===== src/sv/mans_pkg.sv =====
`timescale 1ns / 1ps
`default_nettype none
// ----------------------------------------------------------------------------
// mans_pkg
// Types, request codes and BCD time helpers shared by the next-alarm
// selector modules.
// ----------------------------------------------------------------------------
package mans_pkg;

    localparam int TIME_W = 11;

    typedef logic [TIME_W-1:0] alarm_time_t;

    localparam logic [1:0] REQ_TICK = 2'd0;
    localparam logic [1:0] REQ_ADD  = 2'd1;
    localparam logic [1:0] REQ_DEL  = 2'd2;

    localparam logic [4:0] HOUR_SAT   = 5'd31;
    localparam logic [5:0] MINUTE_SAT = 6'd63;

    typedef struct packed {
        logic [1:0] req_type;
        logic [4:0] alarm_hour;
        logic [5:0] alarm_minute;
        logic [1:0] slot_index;
        logic [5:0] now_hour_bcd;
        logic [6:0] now_minute_bcd;
    } in_t;

    typedef struct packed {
        logic       alarm_on;
        logic       next_valid;
        logic [4:0] next_hour;
        logic [5:0] next_minute;
        logic [1:0] alarm_count;
        logic       rejected;
    } out_t;

    // tens digit * 10 + units digit, no digit check, saturated
    function automatic logic [4:0] bcd_hour(input logic [5:0] v);
        logic [5:0] d;
        d = 6'({v[5:4], 3'b000}) + 6'({v[5:4], 1'b0}) + 6'(v[3:0]);
        return (d > 6'(HOUR_SAT)) ? HOUR_SAT : d[4:0];
    endfunction

    function automatic logic [5:0] bcd_minute(input logic [6:0] v);
        logic [6:0] d;
        d = 7'({v[6:4], 3'b000}) + 7'({v[6:4], 1'b0}) + 7'(v[3:0]);
        return (d > 7'(MINUTE_SAT)) ? MINUTE_SAT : d[5:0];
    endfunction

endpackage
`default_nettype wire


===== src/sv/mans_cmp.sv =====
`timescale 1ns / 1ps
`default_nettype none
// ----------------------------------------------------------------------------
// mans_cmp
// Shared compare unit: decides whether the scanned entry replaces the
// current best candidate.
// ----------------------------------------------------------------------------
module mans_cmp (
    input  wire mans_pkg::alarm_time_t entry,
    input  wire mans_pkg::alarm_time_t last_time,
    input  wire mans_pkg::alarm_time_t best_time,
    input  wire                        found,
    input  wire                        wrap_pass,
    output logic                       take
);

    logic ahead;
    logic earlier;

    assign ahead   = wrap_pass || (entry >= last_time);
    assign earlier = !found || (entry < best_time);
    assign take    = ahead && earlier;

endmodule
`default_nettype wire


===== src/sv/mans_table.sv =====
`timescale 1ns / 1ps
`default_nettype none
// ----------------------------------------------------------------------------
// mans_table
// Alarm table storage: append at one slot, remove one slot closing the gap,
// one read port for the scan.
// ----------------------------------------------------------------------------
module mans_table #(
    parameter int SLOTS = 3,
    parameter int IDX_W = 2
) (
    input  wire                        aclk,
    input  wire                        wr_en,
    input  wire [IDX_W-1:0]            wr_idx,
    input  wire mans_pkg::alarm_time_t wr_data,
    input  wire                        rm_en,
    input  wire [IDX_W-1:0]            rm_idx,
    input  wire [IDX_W-1:0]            rd_idx,
    output mans_pkg::alarm_time_t      rd_data
);

    mans_pkg::alarm_time_t entry_reg [SLOTS];

    for (genvar g = 0; g < SLOTS; g++) begin : g_entry
        if (g < SLOTS - 1) begin : g_shift
            always_ff @(posedge aclk) begin
                if (rm_en && (rm_idx <= IDX_W'(g))) begin
                    entry_reg[g] <= entry_reg[g+1];
                end else if (wr_en && (wr_idx == IDX_W'(g))) begin
                    entry_reg[g] <= wr_data;
                end
            end
        end else begin : g_last
            always_ff @(posedge aclk) begin
                if (wr_en && !rm_en && (wr_idx == IDX_W'(g))) begin
                    entry_reg[g] <= wr_data;
                end
            end
        end
    end

    assign rd_data = entry_reg[rd_idx];

endmodule
`default_nettype wire


===== src/sv/multi_alarm_next_selector_core.sv =====
`timescale 1ns / 1ps
`default_nettype none
// ----------------------------------------------------------------------------
// multi_alarm_next_selector_core
// Daily alarm table with next-alarm selection and one-shot match removal.
// ----------------------------------------------------------------------------
// Usage:
//   s_valid/s_ready/s_data carry one request transaction: a clock tick with
//   the BCD time, an alarm add or a slot delete. m_valid/m_ready/m_data
//   return one status transaction per request.
//   The block handles one request at a time; s_ready is high only while the
//   sequencer is idle. A request that needs no new pick goes from the execute
//   state straight to the result state. A re-pick scans the table one entry
//   per cycle through a single compare unit; when no alarm lies ahead of the
//   current time, the scan wraps and makes a second pass over the table.
//   The next request can be accepted once the result is registered.
//   A stalled m_ready holds the result in the output register; a following
//   request may be accepted and worked on, and its result waits until the
//   output register is free.
//   Reset (aresetn low, synchronous) empties the table, clears the
//   selection, the match flag and the last tick time; no clearing pass.
// ----------------------------------------------------------------------------
module multi_alarm_next_selector_core #(
    parameter int SLOTS = 3
) (
    input  wire            aclk,
    input  wire            aresetn,
    input  wire            s_valid,
    output logic           s_ready,
    input  wire mans_pkg::in_t  s_data,
    output logic           m_valid,
    input  wire            m_ready,
    output mans_pkg::out_t m_data
);

    localparam int CNT_W = $clog2(SLOTS + 1);
    localparam int IDX_W = (SLOTS > 1) ? $clog2(SLOTS) : 1;

    localparam logic [1:0] ST_IDLE = 2'd0;
    localparam logic [1:0] ST_EXEC = 2'd1;
    localparam logic [1:0] ST_SCAN = 2'd2;
    localparam logic [1:0] ST_DONE = 2'd3;

    logic [1:0]            state_reg, state_next;
    mans_pkg::in_t         req_reg, req_next;
    logic [CNT_W-1:0]      count_reg, count_next;
    logic [IDX_W-1:0]      next_slot_reg, next_slot_next;
    mans_pkg::alarm_time_t next_time_reg, next_time_next;
    logic                  next_present_reg, next_present_next;
    logic                  fired_reg, fired_next;
    mans_pkg::alarm_time_t last_time_reg, last_time_next;
    logic                  rej_reg, rej_next;
    logic [CNT_W-1:0]      scan_idx_reg, scan_idx_next;
    logic                  pass_reg, pass_next;
    logic                  found_reg, found_next;
    logic [IDX_W-1:0]      best_idx_reg, best_idx_next;
    mans_pkg::alarm_time_t best_t_reg, best_t_next;
    logic                  m_valid_reg, m_valid_next;
    mans_pkg::out_t        m_data_reg, m_data_next;

    logic                  tbl_wr_en;
    logic                  tbl_rm_en;
    logic [IDX_W-1:0]      tbl_rm_idx;
    mans_pkg::alarm_time_t tbl_rd_data;
    logic                  take;

    mans_pkg::alarm_time_t tick_time;
    logic [4:0]            del_idx_w;
    logic [4:0]            cnt_w;
    logic [4:0]            slot_w;
    logic [CNT_W+1:0]      cnt_out;

    assign tick_time = {mans_pkg::bcd_hour(req_reg.now_hour_bcd),
                        mans_pkg::bcd_minute(req_reg.now_minute_bcd)};
    assign del_idx_w = 5'(req_reg.slot_index);
    assign cnt_w     = 5'(count_reg);
    assign slot_w    = 5'(next_slot_reg);
    assign cnt_out   = (CNT_W+2)'(count_reg);

    mans_table #(
        .SLOTS (SLOTS),
        .IDX_W (IDX_W)
    ) u_table (
        .aclk    (aclk),
        .wr_en   (tbl_wr_en),
        .wr_idx  (count_reg[IDX_W-1:0]),
        .wr_data ({req_reg.alarm_hour, req_reg.alarm_minute}),
        .rm_en   (tbl_rm_en),
        .rm_idx  (tbl_rm_idx),
        .rd_idx  (scan_idx_reg[IDX_W-1:0]),
        .rd_data (tbl_rd_data)
    );

    mans_cmp u_cmp (
        .entry     (tbl_rd_data),
        .last_time (last_time_reg),
        .best_time (best_t_reg),
        .found     (found_reg),
        .wrap_pass (pass_reg),
        .take      (take)
    );

    always_comb begin
        state_next        = state_reg;
        req_next          = req_reg;
        count_next        = count_reg;
        next_slot_next    = next_slot_reg;
        next_time_next    = next_time_reg;
        next_present_next = next_present_reg;
        fired_next        = fired_reg;
        last_time_next    = last_time_reg;
        rej_next          = rej_reg;
        scan_idx_next     = scan_idx_reg;
        pass_next         = pass_reg;
        found_next        = found_reg;
        best_idx_next     = best_idx_reg;
        best_t_next       = best_t_reg;
        m_valid_next      = m_valid_reg && !m_ready;
        m_data_next       = m_data_reg;
        tbl_wr_en         = 1'b0;
        tbl_rm_en         = 1'b0;
        tbl_rm_idx        = next_slot_reg;

        case (state_reg)
            ST_IDLE: begin
                if (s_valid) begin
                    req_next   = s_data;
                    state_next = ST_EXEC;
                end
            end
            ST_EXEC: begin
                rej_next      = 1'b0;
                scan_idx_next = '0;
                pass_next     = 1'b0;
                found_next    = 1'b0;
                best_idx_next = '0;
                best_t_next   = '0;
                state_next    = ST_DONE;
                case (req_reg.req_type)
                    mans_pkg::REQ_TICK: begin
                        last_time_next = tick_time;
                        if (next_present_reg && (tick_time == next_time_reg)) begin
                            // first matching tick removes the entry, later ones hold
                            if (!fired_reg && (slot_w < cnt_w)) begin
                                tbl_rm_en  = 1'b1;
                                count_next = count_reg - 1'b1;
                            end
                            fired_next = 1'b1;
                        end else begin
                            fired_next = 1'b0;
                            state_next = ST_SCAN;
                        end
                    end
                    mans_pkg::REQ_ADD: begin
                        if (cnt_w >= 5'(SLOTS)) begin
                            rej_next = 1'b1;
                        end else begin
                            tbl_wr_en  = 1'b1;
                            count_next = count_reg + 1'b1;
                            state_next = ST_SCAN;
                        end
                    end
                    mans_pkg::REQ_DEL: begin
                        if (del_idx_w < cnt_w) begin
                            tbl_rm_en  = 1'b1;
                            tbl_rm_idx = IDX_W'(req_reg.slot_index);
                            count_next = count_reg - 1'b1;
                            state_next = ST_SCAN;
                        end
                    end
                    default: begin
                    end
                endcase
            end
            ST_SCAN: begin
                if (scan_idx_reg < count_reg) begin
                    if (take) begin
                        found_next    = 1'b1;
                        best_idx_next = scan_idx_reg[IDX_W-1:0];
                        best_t_next   = tbl_rd_data;
                    end
                    scan_idx_next = scan_idx_reg + 1'b1;
                end else if (!pass_reg && !found_reg) begin
                    // nothing ahead of now: wrap to the earliest overall
                    pass_next     = 1'b1;
                    scan_idx_next = '0;
                end else begin
                    next_present_next = found_reg;
                    next_slot_next    = best_idx_reg;
                    next_time_next    = best_t_reg;
                    state_next        = ST_DONE;
                end
            end
            ST_DONE: begin
                if (!m_valid_reg || m_ready) begin
                    m_valid_next             = 1'b1;
                    m_data_next.alarm_on     = fired_reg;
                    m_data_next.next_valid   = next_present_reg;
                    m_data_next.next_hour    = next_present_reg ? next_time_reg[10:6] : 5'd0;
                    m_data_next.next_minute  = next_present_reg ? next_time_reg[5:0] : 6'd0;
                    m_data_next.alarm_count  = cnt_out[1:0];
                    m_data_next.rejected     = rej_reg;
                    state_next               = ST_IDLE;
                end
            end
            default: begin
                state_next = ST_IDLE;
            end
        endcase
    end

    always_ff @(posedge aclk) begin
        if (!aresetn) begin
            state_reg        <= ST_IDLE;
            count_reg        <= '0;
            next_slot_reg    <= '0;
            next_time_reg    <= '0;
            next_present_reg <= 1'b0;
            fired_reg        <= 1'b0;
            last_time_reg    <= '0;
            rej_reg          <= 1'b0;
            m_valid_reg      <= 1'b0;
        end else begin
            state_reg        <= state_next;
            count_reg        <= count_next;
            next_slot_reg    <= next_slot_next;
            next_time_reg    <= next_time_next;
            next_present_reg <= next_present_next;
            fired_reg        <= fired_next;
            last_time_reg    <= last_time_next;
            rej_reg          <= rej_next;
            m_valid_reg      <= m_valid_next;
        end
    end

    always_ff @(posedge aclk) begin
        req_reg      <= req_next;
        scan_idx_reg <= scan_idx_next;
        pass_reg     <= pass_next;
        found_reg    <= found_next;
        best_idx_reg <= best_idx_next;
        best_t_reg   <= best_t_next;
        m_data_reg   <= m_data_next;
    end

    assign s_ready = (state_reg == ST_IDLE);
    assign m_valid = m_valid_reg;
    assign m_data  = m_data_reg;

`ifndef SYNTHESIS
    a_count_bound: assert property (@(posedge aclk) disable iff (!aresetn)
        cnt_w <= 5'(SLOTS))
        else $error("alarm count above table size");

    a_blank_when_none: assert property (@(posedge aclk) disable iff (!aresetn)
        (m_valid && !m_data.next_valid) |-> (m_data.next_hour == 5'd0 &&
                                             m_data.next_minute == 6'd0))
        else $error("next time not blank without a selection");

    a_reject_full: assert property (@(posedge aclk) disable iff (!aresetn)
        (m_valid && m_data.rejected) |-> (m_data.alarm_count == 2'(SLOTS)))
        else $error("add rejected while table not full");

    a_busy_after_accept: assert property (@(posedge aclk) disable iff (!aresetn)
        (s_valid && s_ready) |=> !s_ready)
        else $error("request accepted while previous one in progress");
`endif

endmodule
`default_nettype wire


===== config.mk =====
export PLATFORM = sky130hd
export DESIGN_NAME = multi_alarm_next_selector_core
export DESIGN_NICKNAME = d
export VERILOG_FILES = /design/src/sv/mans_pkg.sv /design/src/sv/mans_cmp.sv /design/src/sv/mans_table.sv /design/src/sv/multi_alarm_next_selector_core.sv
export SDC_FILE = /design/constraint.sdc
export NUM_CORES = 1
export LEC_CHECK = 0
export BUFFER_PORTS_ARGS = -buffer_cell sky130_fd_sc_hd__clkbuf_2
export CAP_MARGIN = 20
export CORE_UTILIZATION = 40
export DETAILED_ROUTE_END_ITERATION = 8
export GPL_TIMING_DRIVEN = 0
export PLACE_DENSITY_LB_ADDON = 0.15
export SLEW_MARGIN = 0
export SYNTH_ARGS = -nofsm -noshare
export SYNTH_HDL_FRONTEND = slang
export SYNTH_HIERARCHICAL = 1
export SYNTH_SLANG_ARGS = --single-unit

===== constraint.sdc =====
create_clock -name aclk -period 7.5 [get_ports aclk]
set_clock_uncertainty 0.2 [all_clocks]
set_input_delay 1.5 -clock aclk [delete_from_list [all_inputs] [get_ports aclk]]
set_output_delay 1.5 -clock aclk [all_outputs]
set_load 0.01 [all_outputs]

After elaboration in Yosys (flattened, before gate mapping)
Memory sizes are Yosys's and may differ from the RTL's. A register that Yosys moved wholly into a read port is not among the register bits.
Index checks and enable logic that the tools add are counted.
{ "word_totals": {"input_bits": 32, "n_memories": 1, "elab_cells": 168, "ff_bits": 93, "ram_bits": 33} }
{ "mem_list": {"columns": ["memory", "words", "width", "rd", "rd_ports_with_merged_regs", "write_ports", "line", "text"], "rows": [
  ["u_table.entry_reg", 3, 11, 3, 1, 2, "mans_table.sv:22", "mans_pkg::alarm_time_t entry_reg [SLOTS];"]
]} }
{ "classes": {"n_reduce_logical": 35, "eq_ne": 20, "mux": 65, "order_cmp": 10, "addsub": 7, "bitwise_logic": 4} }
{ "ops": {"columns": ["operator", "count"], "rows": [
  ["two-way mux 11 bit", 5],
  ["two-way mux 2 bit", 17],
  ["two-way mux 1 bit", 32],
  ["inequality test 2 bit, second input constant", 11],
  ["one-hot mux 11 bit (2 select lines)", 1],
  ["== test 11 bit", 1],
  [">= comparator 11 bit", 1],
  ["logical AND 1 bit", 11],
  ["less-than comparator 11 bit", 1],
  ["OR reduction 11 bit", 1],
  ["AND reduction 3 bit", 3],
  ["== test 2 bit, second input constant", 4],
  ["one-hot mux 2 bit (2 select lines)", 2],
  ["one-hot mux 2 bit (4 select lines)", 1],
  ["AND reduction 2 bit", 4],
  ["adder 6 x 4 -> 7 bit", 1],
  ["adder 7 x 4 -> 7 bit", 1],
  ["greater-than comparator 7 x 6 -> 1 bit, second input constant", 1],
  ["adder 5 x 3 -> 6 bit", 1],
  ["adder 6 x 4 -> 6 bit", 1],
  ["== test 2 x 1 -> 1 bit, second input constant", 3],
  ["greater-than comparator 6 x 5 -> 1 bit, second input constant", 1],
  ["zero test 1 bit", 6],
  ["zero test 2 bit", 3],
  ["other kinds (18)", 28]
]} }

Logic depth before layout (Yosys ltp)
{ "logic_depth": {"word_depth": 16, "depth_mapped": 16} }

By module
Netlist, hierarchy kept.
{ "modules_own_cells": {"columns": ["mod", "cells_each", "seq_area_each_um2", "instances", "area_each_um2"], "rows": [
  ["multi_alarm_next_selector_core", 349, 2472.4, 1, 4230.3],
  ["mans_table", 101, 991.0, 1, 1586.5],
  ["mans_cmp", 73, 0.0, 1, 514.2]
]} }

Least setup slack after synthesis
OpenSTA, ideal clock, no wires.
{ "synth_path": {"path_type": "register -> register", "startpoint": "register req_reg[6] (netlist name)", "endpoint": "memory u_table/entry_reg[0][0] (netlist name) (enable)", "synth_period_minus_slack_ns": 4.459, "required_time_ns": 6.906, "arrival_time_ns": 3.864, "path_stages_with_launch": 14, "path_slack_ns": 3.041, "path_cell_list": "edfxtp_1 inv_1 fa_1 inv_1 fa_1 a21oi_1 or2b_2 a32oi_1 or4_1 buf_2 nor3_1 a31o_2 nand2b_1 o21ai_0"} }
{ "synth_lines": {"columns": ["element", "line", "text"], "rows": [
  ["start, declared", "multi_alarm_next_selector_core.sv:45", "mans_pkg::in_t req_reg, req_next;"],
  ["start signal, assigned", "multi_alarm_next_selector_core.sv:237", "req_reg <= req_next;"],
  ["end, declared", "mans_table.sv:22", null]
]} }

==> impl_metrics.csv <==
group,metric,value,unit
power,internal_power,1.88,mW
floorplanning,die_h,128,µm
cells_and_area,final_cell_count_no_fill,818,
timing,relSlewSlack,35.5,%
status,status,"finished clean",
timing,finalSetupViolCount,0,
clock_tree,clk_path_buf_depth,2,
grt,grt_pass1_vias,4079,
floorplanning,core-area,15300,µm²
clock_tree,cts-root-buf,"clkbuf_16",
synth,yosysSeqAreaShare,54.7,%
synth,syn_nets,594,
setup_path,worstPathRequired,7.46,ns
cells_and_area,largest_reg_flops,33,
power,irDropWorstVdd,194,µV
route,ant_nets,0,
synth,yosys-top-cells-area,"edfxtp_1 (45%), dfxtp_1 (10%), ha_1 (7.1%), mux2i_1 (4.3%), and2_1 (2.9%)",
grt,grt_overflow,0,
setup_path,crit_fanout,10,
flow_run,drv_cap,0,
power,clkPwrFrac,32.1,%
route,first_pass_iters,4,
route,avgViaCountPerCell,4.97,
timing,hold_viol,0,
synth,synth.top_cells.by_count,"edfxtp_1 (94), ha_1 (36), o21ai_0 (34)",
setup_path,endpoint_kind,"flip-flop",
power,p_switching,0.899,mW
floorplanning,start_util,41.3,%
place,dp.cells,786,
timing,tns,0,ns
timing,tightest_slew,0.960,ns
place,portBuffers,49,
route,drt_iter0_drc,216,
setup_path,crit_type,"reg -> reg",
cells_and_area,drive_gt1_share,20.8,%
clock_tree,insertion_delay,0.42,ns
synth,syn_avg_cell_area,12.1,µm²
power,comb_power_share,30.8,%
route,avgRoutedWirePerCell,15.3,µm
clock_tree,cts_tree,"done",
clock_tree,post_cts_resize_count,0,
setup_path,critical_path_arrival,4.88,ns
route,wl,12.5,mm
clock_tree,htreeDepth,4,
cells_and_area,antenna_cells,0,
synth,synth_top_area_share,44.6,%
timing,min_period,4.92,ns
clock_tree,postCtsHoldBufs,0,
synth,synth.distinct_cells,63,
setup_path,reg2regPathDepth,13,
power,p_leak,2.94,nW
setup_path,startpoint_type,"flip-flop",
cells_and_area,syn_to_final_growth,18.6,%
floorplanning,ioPinCount,50,
synth,syn_inst,523,
grt,grt_antenna_before_repair,0,
clock_tree,cts_sinks,126,
power,powerDensity,370,nW/µm²
clock_tree,cts_buffers,17,
clock_tree,cts_setup_buffers,0,
synth,ys_warn_count,6,
power,swShare,32.4,%
floorplanning,die-area,16300,µm²
grt,grt_pass1_wl,20.7,mm
timing,drv_slew,0,
setup_path,rr_endpoint,"u_table/entry_reg[1][4]$_DFFE_PP_",
place,hpwlAfterDp,9.35,mm
synth,synth_flop_cell,"edfxtp_1",
cells_and_area,nets,665,
floorplanning,rows,45,
floorplanning,chipWidth,128,µm
grt,grtUsageTotal,16.8,%
setup_path,cp-startpoint,"req_reg[6]$_DFFE_PP_",
synth,ys_ff_latch,126,
timing,rsz0062_at_grt,"false",
power,seqPwrFrac,37.1,%
place,gp_congestion,0.845,
power,total_power,2.78,mW
timing,min_period_over_period,65.5,%
timing,max_freq,203,MHz
route,vias,4064,
synth,netlist_area,6330,µm²
hold_path,hp-class,"reg -> reg",
synth,async_flop_share,0,%
grt,grt_max_degree,29,
setup_path,ff2ff_setup_slack,2.58,ns
synth,synth.most_common_cell,"edfxtp_1",
synth,synth_edf_count,94,
setup_path,reg2reg_from,"req_reg[6]$_DFFE_PP_",
setup_path,critical_path.endpoint,"u_table/entry_reg[1][4]$_DFFE_PP_",
clock_tree,clk_pin_slew_worst_paths,0.06,ns
route,drc,0,
synth,synth_top_cell_by_area,"edfxtp_1",
==> kinds of logic (layout without fill, tap and decap cells) <==
logic type / Yosys count / count (layout) / share of synthesized area (%)
mux: 51 / 51 / 9.13
buf+inv: 50 / 134 / 3.64
flops: 126 / 126 / 54.7
xor+xnor: 7 / 7 / 0.968
simple gates: 153 / 153 / 13.5
fa+ha+maj: 39 / 39 / 8.06
compound gates: 97 / 97 / 9.96
==> through the flow <==
step	cell area, µm²	worst slack [ns]	util (%)	hold WS, ns
finish	7510	2.58	49.0	0.253
global route	7510	2.19	49.0	0.260
CTS	7510	2.58	49.0	0.255
detailed placement	6860	2.59	44.8	0.236
global placement	6840	2.02	44.7	0.237
floorplan	6330	3.04	-	0.209
==> routing by layer <==
metal  vias to the layer above  GRT usage (%)  routed length, µm  part of all wire, %
met3                        14           4.30                523                  4.2
met2                        80           27.2               5840                   47
met1                      1907           21.4               5960                   48
met5                         -              0                  0                    0
met4                         0           6.71                163                  1.3
li1                       2063              -                  -                    -
==> critical path, stage by stage (launching register included) <==
cell and delay [ns]:
edfxtp_1 0.48, inv_1 0.17, fa_1 0.50, inv_1 0.07, fa_1 0.51, nor4bb_1 0.33
a211oi_1 0.12, a311oi_1 0.76, nor3_1 0.15, a31o_2 0.31, nand2b_1 0.15, nor2b_1 0.23
buf_2 0.31, mux2_2 0.38
==> how the worst min path moves through the flow <==
stage                                     end  depth (start not counted)            startpoint
after global routing      m_data[0]$_DFFE_PP_                          0  rej_reg$_SDFFE_PN0P_
final                     m_data[0]$_DFFE_PP_                          0  rej_reg$_SDFFE_PN0P_
after global placement    m_data[0]$_DFFE_PP_                          0  rej_reg$_SDFFE_PN0P_
after CTS                 m_data[0]$_DFFE_PP_                          0  rej_reg$_SDFFE_PN0P_
after detailed placement  m_data[0]$_DFFE_PP_                          0  rej_reg$_SDFFE_PN0P_
after floorplan           m_data[0]$_DFFE_PP_                          0  rej_reg$_SDFFE_PN0P_
==> cells in the final DEF, fill, tap and decap left out, types with 22 or more instances in the layout <==
cell type	n
nand2_1	30
and2_1	28
nor2_1	22
edfxtp_1	94
o21ai_0	33
inv_1	31
dfxtp_1	32
clkbuf_2	49
ha_1	36
mux2i_1	27
==> layout make-up <==
cell class	instances	area, µm²
timing repair buffer	52	268
tap	211	264
buffer	19	114
clock buffer	17	425
fill	1409	7810
sequential	126	3460
multi-input combinational	347	2640
clock inverter	15	218
inverter	31	116
==> power groups by stage <==
stage	registers (mW)	logic [mW]	clock network [mW]
6_report	1.03	0.855	0.890
5_1_grt	1.05	0.976	0.935
4_1_cts	1.03	0.869	0.906
3_5_place_dp	1.05	0.866	0
3_3_place_gp	1.05	0.824	0
2_1_floorplan	1.01	0.642	0
Note: power is estimated with default switching activity, not from simulation.
